**src/design/smx_pkg.sv**
```systemverilog
// ----------------------------------------------------------------------------
// smx_pkg
// Shared types and codes of the stack machine execute unit.
// ----------------------------------------------------------------------------
package smx_pkg;

   localparam int DATA_W  = 32;
   localparam int TYPE_W  = 4;
   localparam int FAULT_W = 2;
   localparam int NPC_W   = 10;

   typedef enum logic [TYPE_W-1:0] {
      OP_READ  = 4'd0,
      OP_WRITE = 4'd1,
      OP_DUP   = 4'd2,
      OP_MUL   = 4'd3,
      OP_ADD   = 4'd4,
      OP_SUB   = 4'd5,
      OP_GT    = 4'd6,
      OP_LT    = 4'd7,
      OP_EQ    = 4'd8,
      OP_JMPZ  = 4'd9,
      OP_PUSH  = 4'd10,
      OP_POP   = 4'd11,
      OP_ROT   = 4'd12
   } op_type;

   typedef enum logic [FAULT_W-1:0] {
      FAULT_NONE      = 2'd0,
      FAULT_UNDERFLOW = 2'd1,
      FAULT_OVERFLOW  = 2'd2,
      FAULT_BAD_COUNT = 2'd3
   } fault_type;

   typedef enum logic [2:0] {
      CELL_HOLD,
      CELL_PUSH,
      CELL_POP,
      CELL_REPLACE,
      CELL_ROT
   } cell_op_type;

   typedef struct packed {
      cell_op_type        op;
      logic [DATA_W-1:0]  value;
   } cell_cmd_type;

   typedef enum logic [2:0] {
      ST_IDLE,
      ST_POP,
      ST_MOD,
      ST_QUOT,
      ST_REM
   } state_type;

endpackage

```
**src/design/smx_cell.sv**
```systemverilog
// ----------------------------------------------------------------------------
// smx_cell
// One stack entry; shifts toward or away from the top on command.
// ----------------------------------------------------------------------------
module smx_cell #(
   parameter int INDEX = 0,
   parameter int POS_W = 9
) (
   input  logic                        clock,
   input  smx_pkg::cell_cmd_type       cmd,
   input  logic [POS_W-1:0]            rot_last,
   input  logic [smx_pkg::DATA_W-1:0]  prev_data,
   input  logic [smx_pkg::DATA_W-1:0]  next_data,
   input  logic [smx_pkg::DATA_W-1:0]  top_data,
   output logic [smx_pkg::DATA_W-1:0]  data
);

   logic [smx_pkg::DATA_W-1:0] data_ff;
   logic [smx_pkg::DATA_W-1:0] data_in;
   logic [POS_W-1:0]           pos;

   assign pos = POS_W'(INDEX);

   always_comb begin
      data_in = data_ff;
      case (cmd.op)
         smx_pkg::CELL_PUSH: begin
            data_in = (INDEX == 0) ? cmd.value : prev_data;
         end
         smx_pkg::CELL_POP: begin
            data_in = next_data;
         end
         smx_pkg::CELL_REPLACE: begin
            data_in = (INDEX == 0) ? cmd.value : next_data;
         end
         smx_pkg::CELL_ROT: begin
            if (pos < rot_last) begin
               data_in = next_data;
            end else if (pos == rot_last) begin
               data_in = top_data;
            end
         end
         default: begin
            data_in = data_ff;
         end
      endcase
   end

   always_ff @(posedge clock) begin
      data_ff <= data_in;
   end

   assign data = data_ff;

endmodule

```
**config.mk**
```make
export PLATFORM = sky130hd
export DESIGN_NAME = smx_cell
export DESIGN_NICKNAME = d
export VERILOG_FILES = /design/src/design/smx_pkg.sv /design/src/design/smx_cell.sv
export SDC_FILE = /design/constraint.sdc
export NUM_CORES = 1
export LEC_CHECK = 0
export BUFFER_PORTS_ARGS = -buffer_cell sky130_fd_sc_hd__buf_4
export CAP_MARGIN = 5
export CORE_MARGIN = 1.5
export CORE_UTILIZATION = 38
export CTS_CLUSTER_SIZE = 24
export DETAILED_ROUTE_END_ITERATION = 10
export PLACE_DENSITY = 0.95
export SKIP_CTS_REPAIR_TIMING = 1
export SLEW_MARGIN = 20
export SYNTH_ARGS = -nofsm -noshare
export SYNTH_HDL_FRONTEND = slang
export SYNTH_SLANG_ARGS = --single-unit
```
**constraint.sdc**
```tcl
create_clock -name clock -period 4.4 [get_ports clock]
set_input_delay 0.66 -clock clock [delete_from_list [all_inputs] [get_ports clock]]
set_output_delay 0.66 -clock clock [all_outputs]
set_load 0.1 [all_outputs]
```
# After elaboration in Yosys (flattened, before gate mapping)
# Index checks and enable logic that the tools add are counted.
# op_classes
mul	0
n_reduce_logical	4
n_lt_le_gt_ge	1
bitwise_logic	0
n_eq_ne	5
n_div	0
shift	0
muxes	3
n_addsub	0
# op_table
op	count
$pmux W32 S3	1
$mux W32	2
$logic_not A9 Y1	1
$lt A1 B9 Y1 const A	1
$eq A3 B2 Y1 const B	2
$eq A3 B1 Y1 const B	1
$eq A3 B3 Y1 const B	1
$ne A3 B3 Y1 const B	1
$reduce_bool A3 Y1	1
$reduce_and A2 Y1	1
$reduce_or A2 Y1	1
# word_totals
latchBits	0
word_cells	14
ff_bits	32
n_memories	0
input_bits	141
ram_bits	0
mem_bits_ro	0
out_inout_bits	32

# Longest topological paths before layout
# Gate-level depths: netlist (run 1).
# depth
word_depth	4
depth_mapped	5
ltp_nobuf	3

# Worst setup path before layout (run 1)
# OpenSTA, ideal clock, no wires.
# synth_timing
kind	input -> register
from	input cmd[33] (netlist bit)
to	register data_ff, in the netlist data[0], enable pin
t_required_ps	3964
slack_ps	1577
n_path_buf	0
t_arrival_ps	2387
path_stages	2
setup_time_ps	436
cell_sequence	nor2_1 > xnor2_1
# synth_via
elab_chain_len	4
elab_cells_between_ends	8
cone_classes	5 x eq/ne; 3 x reduce/logical
# synth_rtl
item	line	text
from (decl)	smx_cell.sv:10	input smx_pkg::cell_cmd_type cmd,
$eq A3 B2 Y1 or $eq A3 B1 Y1 (tied branches)	smx_cell.sv:26	case (cmd.op)
$reduce_or A2 Y1 (no line)	--	
$reduce_bool A3 Y1 (no line)	--	
$reduce_and A2 Y1 (no line) *	--	
to (signal assigned)	smx_cell.sv:50	data_ff <= data_in;
to (decl)	smx_cell.sv:18	logic [smx_pkg::DATA_W-1:0] data_ff;
# Every way passes the cells marked *; elsewhere a longest branch is shown, timed or not.
# A chain may end at the register's enable or synchronous reset.

# Worst setup path after layout (run 1)
# layout_timing
from	input cmd[34] (netlist bit)
to	register data_ff, in the netlist data[13], data pin
# layout_via
elab_chain_len	3
elab_cells_between_ends	6
cone_classes	4 x eq/ne; 1 x mux; 1 x reduce/logical
# layout_rtl
item	line	text
$eq A3 B2 Y1 or $eq A3 B1 Y1 (tied branches)	smx_cell.sv:26	
$reduce_or A2 Y1 (no line)	--	
$pmux W32 S3 *	smx_cell.sv:26	
named net data_in, one bit	smx_cell.sv:19	logic [smx_pkg::DATA_W-1:0] data_in;
# Mark *: on every way through the listed nets, which the timed path passes. The rest lies on a longest branch.

==> results of run 1 <==
[Yosys cell counts]
| cell type | count | share of area [%] |
|---|---|---|
| a31o_2 | 1 | 0.51 |
| or2b_1 | 1 | 0.44 |
| xnor2_1 | 1 | 0.51 |
| a221o_2 | 1 | 0.66 |
| buf_4 | 1 | 0.44 |
| edfxtp_1 | 32 | 56 |
| and3_1 | 1 | 0.37 |
| and2b_2 | 1 | 0.51 |
| clkbuf_1 | 3 | 0.66 |
| nor4_4 | 2 | 2.5 |
| nor4b_4 | 1 | 1.4 |
| a221o_1 | 30 | 18 |
| nor2_1 | 2 | 0.44 |
| inv_1 | 1 | 0.22 |
| a31oi_4 | 1 | 1.2 |
| buf_6 | 6 | 4.0 |
| and2_1 | 31 | 11 |
| nand4_1 | 1 | 0.37 |
| a31oi_1 | 1 | 0.37 |
[stage by stage]
| step | cell area [µm²] | utilization [%] |
|---|---|---|
| after floorplan | 1700 | - |
| after global routing | 2830 | 65.5 |
| after global placement | 2750 | 63.6 |
| after CTS | 2830 | 65.4 |
| final | 2830 | 65.5 |
| after detailed placement | 2750 | 63.6 |
[routing by layer]
layer | vias up | track usage, % | part of all wire (%)
met5 | - | 0 | 0
met4 | 0 | 8.33 | 2.1
met3 | 11 | 3.46 | 6.6
met2 | 87 | 37.6 | 55
met1 | 740 | 22.3 | 37
li1 | 761 | - | -
[power groups by stage]
| stage | clock network, W | logic [W] | registers (W) |
|---|---|---|---|
| global placement | 0 | 0.000521 | 0.000406 |
| finish | 0.000210 | 0.000524 | 0.000401 |
| floorplan | 0 | 0.0000509 | 0.000729 |
| detailed placement | 0 | 0.000526 | 0.000408 |
| global route | 0.000230 | 0.000539 | 0.000404 |
| CTS | 0.000214 | 0.000526 | 0.000402 |
[kinds of logic (layout without fill, tap and decap cells)]
group / count (synthesis) / in the layout / share of synthesized area, %
AOI/OAI and AO/OA: 34 / 34 / 20.4
and+or+nand+nor: 40 / 40 / 17.4
DFF: 32 / 32 / 56.4
xor gates and xnor gates: 1 / 1 / 0.514
buffers and inverters: 11 / 150 / 5.29
[area by class of cell]
cell class	instances	area, µm²
tap	52	65.1
inverter	1	3.75
clock buffer	7	76.3
timing repair buffer	141	1060
multi-input combinational	75	662
fill	346	1490
sequential	32	961
clock inverter	1	3.75
[how the worst max path moves through the flow]
| stage | start | end | slack [ns] |
|---|---|---|---|
| after floorplan | cmd[33] | data[0] | 1.58 |
| after global placement | cmd[33] | data[14] | 1.79 |
| after detailed placement | cmd[33] | data[13] | 1.73 |
| after CTS | cmd[33] | data[13] | 2.01 |
| after global routing | cmd[34] | data[13] | 2.17 |
| final | cmd[34] | data[13] | 2.25 |
[cell usage in the layout (no fill, tap or decap), types with 2 or more instances in the layout]
master and n:
and2_1 31, edfxtp_1 32, clkbuf_1 2, a221o_1 30, buf_4 141, clkbuf_8 5, nor2_1 2, nor4_4 2
==> summary.md, run 1 <==
| Metric | Value |
|---|---|
| First-pass GRT wire length | 7.76 mm |
| Crit path arrival time | around 2.3 ns |
| DRT iter0 DRCs | around 120 |
| Period utilization | 48.9% |
| Post-Route WL | 4.96 mm |
| Sink Count | 32 |
| Overall Global Routing Usage | between 20% and 30% |
| # placed instances | approximately 300 |
| Hpwl dp | 3.83 mm |
| Hold Path Cell Cnt | 2 |
| Psw | 0.000494 W |
| PwrDens | 401 nW/µm² |
| Vias in the first global route | 1649 |
| Row count | 24 |
| Final hold violations | 0 |
| Worst Min Path Start | next_data[20] |
| Levels on crit path | 4 |
| Total CTS buffers | 5 |
| Area growth, synth to finish | 66.1% |
| Post-layout min period | ~2.2 ns |
| Comb pwr share | 46.2% |
| Routability cong. | 0.721 |
| Share of cells above drive strength 1 | ~60% |
| Yosys warns | 0 |
| Delay-heaviest family, CP | compound AO/OA/AOI/OAI gates |
| Critical Path End Type | register |
| Final setup viols | 0 |
| Nets@finish | 397 |
| Pin count of the biggest net entering global routing | 33 |
| Initial antenna violation count | 0 |
| Switch share | about 44% |
| Critical Path Start Type | primary input |
| Buffers on Ports | between 100 and 150 |
| Mapped Avg Cell Area | roughly 14 µm² |
| WL/cell | 16.0 µm |
| CORE AREA | about 4300 µm² |
| Setup TNS | 0 ns |
| Max Clk Rate | around 470 MHz |
| Pins over their slew limit | 0 |
| Worst Setup Slack, final | 2.25 ns |
| TritonCTS clock tree | yes |
| Syn Inst Count | 118 |
| CP Max Fanout | 32 |
| Cell leakage power | 1.27 nW |
| Status | complete, no violations |
| Critical Path Slowest Stage Cell | a31oi_4 |
| Reg power frac | between 30% and 40% |
| Worst Max-Slew Pin Slew | around 0.91 ns |
| DR DRC count | 0 |
| Crit-path cells | buf_4 > and2b_2 > a31oi_4 > a221o_1 |
| Hold Crit Class | primary input to register |
| Clock Tree Buf Depth | 2 |
| # diodes | 0 |
| DP Worst Slack | roughly 1.7 ns |
| Max stage delay on crit path | around 0.8 ns |
| Die area | 4900 µm² |
| WP data required | about 4.5 ns |
| Pre-Repair DR Iteration Count | 4 |
| Post-route ant nets | 0 |
| Flip-flop count of the largest register after layout | 32 |
| Cell Area, Synth | 1700 µm² |
| Post-synthesis sequential area ratio | a little under three fifths |
| Netlist cell types | 19 |
| Vias per cell | approximately 5.2 |
| Total chip power | 0.00113 W |
| Peak VDD IR | 146 µV |
| Worst-path clk slew | about 0.07 ns |
| Die X | 70.0 µm |
| Clk pwr share | a little under a fifth |
| P_int | ~0.00064 W |
| Rel. slew slack | between 30% and 40% |
| Vias | ~1600 |
| Top Ports | roughly 170 |
| Worst hold endpoint | data[20] |
| Worst hold slack | 0.683 ns |
| Setup CP Type | primary input to register |
| Fin cells | around 300 |
| Syn nets | roughly 260 |
| Clock root buffer | clkbuf_8 |
| RSZ-0062 raised after global routing | false |
| Congestion Overflow GR | 0 |
| Buffers & Inverters on Critical Path | 1 |
| H-Tree Depth | 2 |
| Max_cap viols | 0 |
| Number of synthesized register bits | 32 |
| Die height | 70.0 µm |
| Initial Util | slightly below 40% |
No activity file was read; power rests on OpenSTA's default activity.
==> run 2: changes to the inputs <==
--- a/config.mk
+++ b/config.mk
@@ -8,10 +8,10 @@
 export BUFFER_PORTS_ARGS = -buffer_cell sky130_fd_sc_hd__buf_4
 export CAP_MARGIN = 5
 export CORE_MARGIN = 1.5
-export CORE_UTILIZATION = 38
+export CORE_UTILIZATION = 36
 export CTS_CLUSTER_SIZE = 24
 export DETAILED_ROUTE_END_ITERATION = 10
-export PLACE_DENSITY = 0.95
+export PLACE_DENSITY = 0.91
 export SKIP_CTS_REPAIR_TIMING = 1
 export SLEW_MARGIN = 20
 export SYNTH_ARGS = -nofsm -noshare
==> constraint.sdc (replaced) <==
create_clock -name clock -period 2.22 [get_ports clock]
set_input_delay 0.333 -clock clock [delete_from_list [all_inputs] [get_ports clock]]
set_output_delay 0.333 -clock clock [all_outputs]
set_load 0.1 [all_outputs]
==> run 2 against run 1 <==
- the run now ends with design-rule violations left
- first-iteration DRC count down 20%
- critical endpoint is now data[22]
- global-route usage down 1.6 points
- sequential cell count unchanged
- sequential share of layout area down 0.42 points
- utilization down 0.98 points
- final cell count up 0.97%
- sequential power up 98%
==> summary.md, run 2 (synthesis gave the netlist of run 1 again) <==
| Metric | Value |
|---|---|
| Die height | approximately 72 µm |
| Pins over their slew limit | 0 |
| Share of cells above drive strength 1 | around three fifths |
| Post-route ant nets | 0 |
| Psw | around 0.00099 W |
| Critical Path Sink | data[22] |
| Area growth, synth to finish | 68.1% |
| DR DRC count | 6 |
| WP data required | 2.24 ns |
| Comb pwr share | a little under half |
| Setup TNS | 0 ns |
| Pre-Repair DR Iteration Count | 7 |
| Setup CP Type | primary input to register |
| Critical Path Slowest Stage Cell | a221o_1 |
| Congestion Overflow GR | 0 |
| Max stage delay on crit path | 0.42 ns |
| Reg power frac | a little over a third |
| TritonCTS clock tree | yes |
| Final setup viols | 0 |
| Vias | roughly 1600 |
| Routability cong. | approximately 0.8 |
| Fill cells | 379 |
| Peak VDD IR | between 200 and 300 µV |
| Top Ports | 173 |
| Die X | around 72 µm |
| Crit path arrival time | approximately 1.7 ns |
| Row count | 24 |
| Critical Path Start Type | primary input |
| Rel. slew slack | 43.0% |
| DRT iter0 DRCs | between 90 and 100 |
| Overall Global Routing Usage | a little under a fifth |
| # placed instances | 304 |
| Hpwl dp | just under 4 mm |
| Crit. Startpoint | rot_last[3] |
| Sink Count | 32 |
| Critical Path End Type | register |
| Most frequent cells in the layout | buf_4 (144), edfxtp_1 (32), and2_1 (31), a221o_1 (30), clkbuf_8 (5) |
| Clock root buffer | clkbuf_8 |
| Initial antenna violation count | 0 |
| # diodes | 0 |
| Final hold violations | 0 |
| Total CTS buffers | 5 |
| Post-Route WL | a little under 5 mm |
| Clk pwr share | a little under a fifth |
| Period utilization | 74.7% |
| Nets@finish | 400 |
| Fin cells | 312 |
| Buffers on Ports | 140 |
| Pin count of the biggest net entering global routing | 33 |
| Crit-path cells | buf_4 > nor4_4 > a31oi_4 > a221o_1 |
| Max_cap viols | 0 |
| Max Clk Rate | around 600 MHz |
| Hold Crit Class | primary input to register |
| Post-layout util | roughly 64% |
| Vias per cell | 5.10 |
| Status | finished with violations |
| Failing checks | design-rule violations |
| Cell leakage power | about 1.3 nW |
| Clock Tree Buf Depth | 2 |
| Worst-path clk slew | roughly 0.070 ns |
| Post-layout min period | around 1.7 ns |
| RSZ-0062 raised after global routing | false |
| CP Max Fanout | 31 |
| Vias in the first global route | 1629 |
| PwrDens | approximately 790 nW/µm² |
| Flip-flop count of the largest register after layout | 32 |
| Worst Max-Slew Pin Slew | 0.854 ns |
| H-Tree Depth | 2 |
| First-pass GRT wire length | 7.40 mm |
| Die area | between 5000 and 6000 µm² |
| CORE AREA | about 4400 µm² |
| P_int | 0.00127 W |
| Commonest non-fill, non-tap cell in the layout | buf_4 |
| Initial Util | approximately two fifths |
| Switch share | a little over two fifths |
| WL/cell | 15.7 µm |
==> run 2: cell types whose count changed in the layout (fill, tap and decap cells not counted), sizes merged <==
cell,previous run,this run
buf,141,144
clkbuf,7,5
clkinv,1,3
==> run 2: worst min-delay path by stage <==
stage	from	endpoint	slack [ns]	depth (start not counted)
final	next_data[19]	data[19]	0.35	2
after floorplan	next_data[0]	data[0]	0.55	1
after CTS	next_data[11]	data[11]	0.34	2
after global placement	next_data[11]	data[11]	0.63	2
after detailed placement	next_data[30]	data[30]	0.64	2
after global routing	next_data[10]	data[10]	0.34	2
==> run 2: power groups by stage <==
| stage | logic (W) | registers (W) | clock network [W] |
|---|---|---|---|
| floorplan | 0.000102 | 0.00144 | 0 |
| global placement | 0.00103 | 0.000804 | 0 |
| detailed placement | 0.00104 | 0.000808 | 0 |
| CTS | 0.00105 | 0.000796 | 0.000425 |
| global route | 0.00107 | 0.000801 | 0.000450 |
| finish | 0.00104 | 0.000794 | 0.000417 |
==> run 2: layout make-up <==
| type | instances | area, µm² | area share [%] |
|---|---|---|---|
| timing repair buffer | 144 | 1080 | 37.7 |
| multi-input combinational | 75 | 672 | 23.4 |
| sequential | 32 | 961 | 33.5 |
| inverter | 1 | 3.75 | 0.131 |
| tap | 52 | 65.1 | 2.27 |
| clock inverter | 3 | 13.8 | 0.480 |
| clock buffer | 5 | 68.8 | 2.40 |
==> run 2: metal layers <==
metal  global-route usage [%]  up-vias  share of wire, %  routed length [µm]
li1                         -      764                 -                   -
met4                     9.64        0               4.1                 199
met5                        0        -                 0                   0
met3                     4.08       20               6.2                 303
met2                     34.0       76                55                2710
met1                     19.6      731                34                1680
==> run 2: per-stage QoR <==
| stage | cell area (µm²) | hold slack [ns] | power (W) | setup slack, ns |
|---|---|---|---|---|
| 2_1_floorplan | 1710 | 0.547 | 0.00155 | 0.455 |
| 3_3_place_gp | 2780 | 0.633 | 0.00184 | 0.296 |
| 3_5_place_dp | 2780 | 0.636 | 0.00185 | 0.274 |
| 4_1_cts | 2870 | 0.343 | 0.00227 | 0.572 |
| 5_1_grt | 2870 | 0.343 | 0.00232 | 0.474 |
| 6_report | 2870 | 0.349 | 0.00225 | 0.562 |
==> run 2: critical path: cells and delay by family <==
kind                   cells  cell delay [ns]
AO/OA/AOI/OAI              2             0.81
buffers and inverters      1             0.12
AND/OR/NAND/NOR            1             0.40
==> run 3: changes to the inputs <==
==> constraint.sdc (replaced) <==
create_clock -name clock -period 1.6 [get_ports clock]
set_input_delay 0.24 -clock clock [delete_from_list [all_inputs] [get_ports clock]]
set_output_delay 0.24 -clock clock [all_outputs]
set_load 0.1 [all_outputs]
==> run 3 against run 2 <==
- the run still ends with design-rule violations left
- count of clock-buffer cells in the layout unchanged
- worst setup slack worse by 0.40 ns
- via count up 1.7%
- critical path depth up 1
- cell area up 5.1%
- utilization up 3.3 points
- critical path type unchanged
- largest power group unchanged
- highest routed layer unchanged
==> summary.md, run 3 (synthesis gave the netlist of run 1 again) <==
| Metric | Value |
|---|---|
| Cell leakage power | ~1.4 nW |
| Setup CP Type | primary input to register |
| Final hold violations | 0 |
| Top Ports | roughly 170 |
| Worst Max-Slew Pin Slew | roughly 0.35 ns |
| Reg power frac | between 30% and 40% |
| DP Worst Slack | -0.133 ns |
| Met2 Use GR | 36.8% |
| WP data required | approximately 1.6 ns |
| Post-layout min period | about 1.4 ns |
| PwrDens | 1110 nW/µm² |
| Buffers on Ports | between 100 and 150 |
| Clk pwr share | 22.7% |
| Share of cells above drive strength 1 | approximately 63% |
| Die X | ~72 µm |
| Pins over their slew limit | 0 |
| Final setup viols | 0 |
| Nets@finish | between 400 and 500 |
| Max Clk Rate | 698 MHz |
| Post-Route WL | between 4 and 5 mm |
| Hold Path Cell Cnt | 2 |
| Flip-flop count of the largest register after layout | 32 |
| Initial antenna violation count | 0 |
| Post-route ant nets | 0 |
| Post-layout util | about two thirds |
| Clock root buffer | clkbuf_8 |
| Congestion Overflow GR | 0 |
| Worst hold endpoint | data[20] |
| Sink Count | 32 |
| DR DRC count | 8 |
| Vias | around 1600 |
| Initial Util | between 30% and 40% |
| Most frequent cells in the layout | buf_4 (149), edfxtp_1 (32), and2_1 (31), a221o_1 (30), clkbuf_8 (5) |
| Failing checks | design-rule violations |
| RSZ-0062 raised after global routing | false |
| Met3 Use GR | 4.64% |
| Routability cong. | about 0.69 |
| Pin count of the biggest net entering global routing | 21 |
| Die height | ~70 µm |
| Worst-path clk slew | ~0.07 ns |
| Pre-Repair DR Iteration Count | 7 |
| Period utilization | 89.6% |
| Total CTS buffers | 5 |
| Row count | 24 |
| Crit path arrival time | approximately 1.5 ns |
| Critical Path Start Type | primary input |
| GR peak layer | met2 |
| CP Max Fanout | 13 |
| Psw | about 0.0014 W |
| WL/cell | about 15 µm |
| P_int | roughly 0.0020 W |
| Max_cap viols | 0 |
| Die area | roughly 5200 µm² |
| Critical Path End Type | register |
| First-pass GRT wire length | between 7 and 8 mm |
| DRT iter0 DRCs | 72 |
| Status | finished with violations |
| Switch share | ~42% |
| Vias in the first global route | 1717 |
| TritonCTS clock tree | yes |
| Peak VDD IR | between 400 and 500 µV |
| H-Tree Depth | 2 |
| Vias per cell | a little over 5 |
| CORE AREA | about 4400 µm² |
| Overall Global Routing Usage | 19.2% |
| Worst Setup Slack, final | approximately 0.17 ns |
| Hpwl dp | slightly above 4 mm |
| Worst hold slack | ~0.26 ns |
| Met1 usage | 20.6% |
| Clock Tree Buf Depth | 2 |
| Worst Min Path Start | top_data[20] |
| Fill cells | 340 |
| Rel. slew slack | about three quarters |
| Area growth, synth to finish | 76.7% |
| # diodes | 0 |
| Commonest non-fill, non-tap cell in the layout | buf_4 |
| Hold Crit Class | primary input to register |
| Comb pwr share | about 44% |
-- run 3: changes by cell type in the layout (fill, tap and decap cells not counted), sizes merged --
cell | before | now
clkinvlp | 0 | 1
clkinv | 3 | 1
buf | 144 | 153
bufinv | 0 | 1
-- run 3: worst max-delay path, cell delays in order --
cell	delay, ns
buf_4	0.12
nor4_4	0.39
a31oi_4	0.16
buf_4	0.21
a221o_1	0.33
-- run 3: routing by layer --
| layer | vias up | routed length (µm) |
|---|---|---|
| met3 | 2 | 406 |
| li1 | 783 | - |
| met5 | - | 0 |
| met1 | 749 | 1750 |
| met2 | 84 | 2730 |
| met4 | 0 | 34 |
-- run 3: cell type report --
class / count / area, µm² / area share, %
Tap cell: 52 / 65.1 / 2.16
Clock buffer: 5 / 68.8 / 2.29
Timing Repair Buffer: 153 / 1200 / 39.8
Sequential cell: 32 / 961 / 31.9
Clock inverter: 3 / 42.5 / 1.41
Multi-Input combinational cell: 75 / 672 / 22.3
Inverter: 1 / 3.75 / 0.125
-- run 3: worst max-delay path by stage --
stage / start / end / slack [ns] / cells past startpoint
3_3_place_gp: rot_last[3] / data[18] / -0.07 / 5
4_1_cts: rot_last[3] / data[15] / 0.16 / 5
2_1_floorplan: cmd[33] / data[0] / 0.15 / 4
3_5_place_dp: rot_last[3] / data[15] / -0.13 / 5
5_1_grt: rot_last[3] / data[15] / 0.1 / 5
6_report: rot_last[3] / data[15] / 0.17 / 5
-- run 3: through the flow --
stage / power, W / area, µm² / TNS, ns / std cells
floorplan: 0.00215 / 1720 / 0 / 118
global placement: 0.00259 / 2900 / -0.897 / 313
detailed placement: 0.00262 / 2900 / -2.28 / 313
CTS: 0.00337 / 3010 / 0 / 321
global route: 0.00345 / 3010 / 0 / 321
finish: 0.00335 / 3010 / 0 / 321
-- run 3: power by group through the flow --
stage | logic [W] | clock network, W | registers (W)
floorplan | 0.000146 | 0 | 0.00200
global placement | 0.00148 | 0 | 0.00111
detailed placement | 0.00149 | 0 | 0.00112
global route | 0.00153 | 0.000809 | 0.00112
finish | 0.00148 | 0.000760 | 0.00110
CTS | 0.00149 | 0.000770 | 0.00111
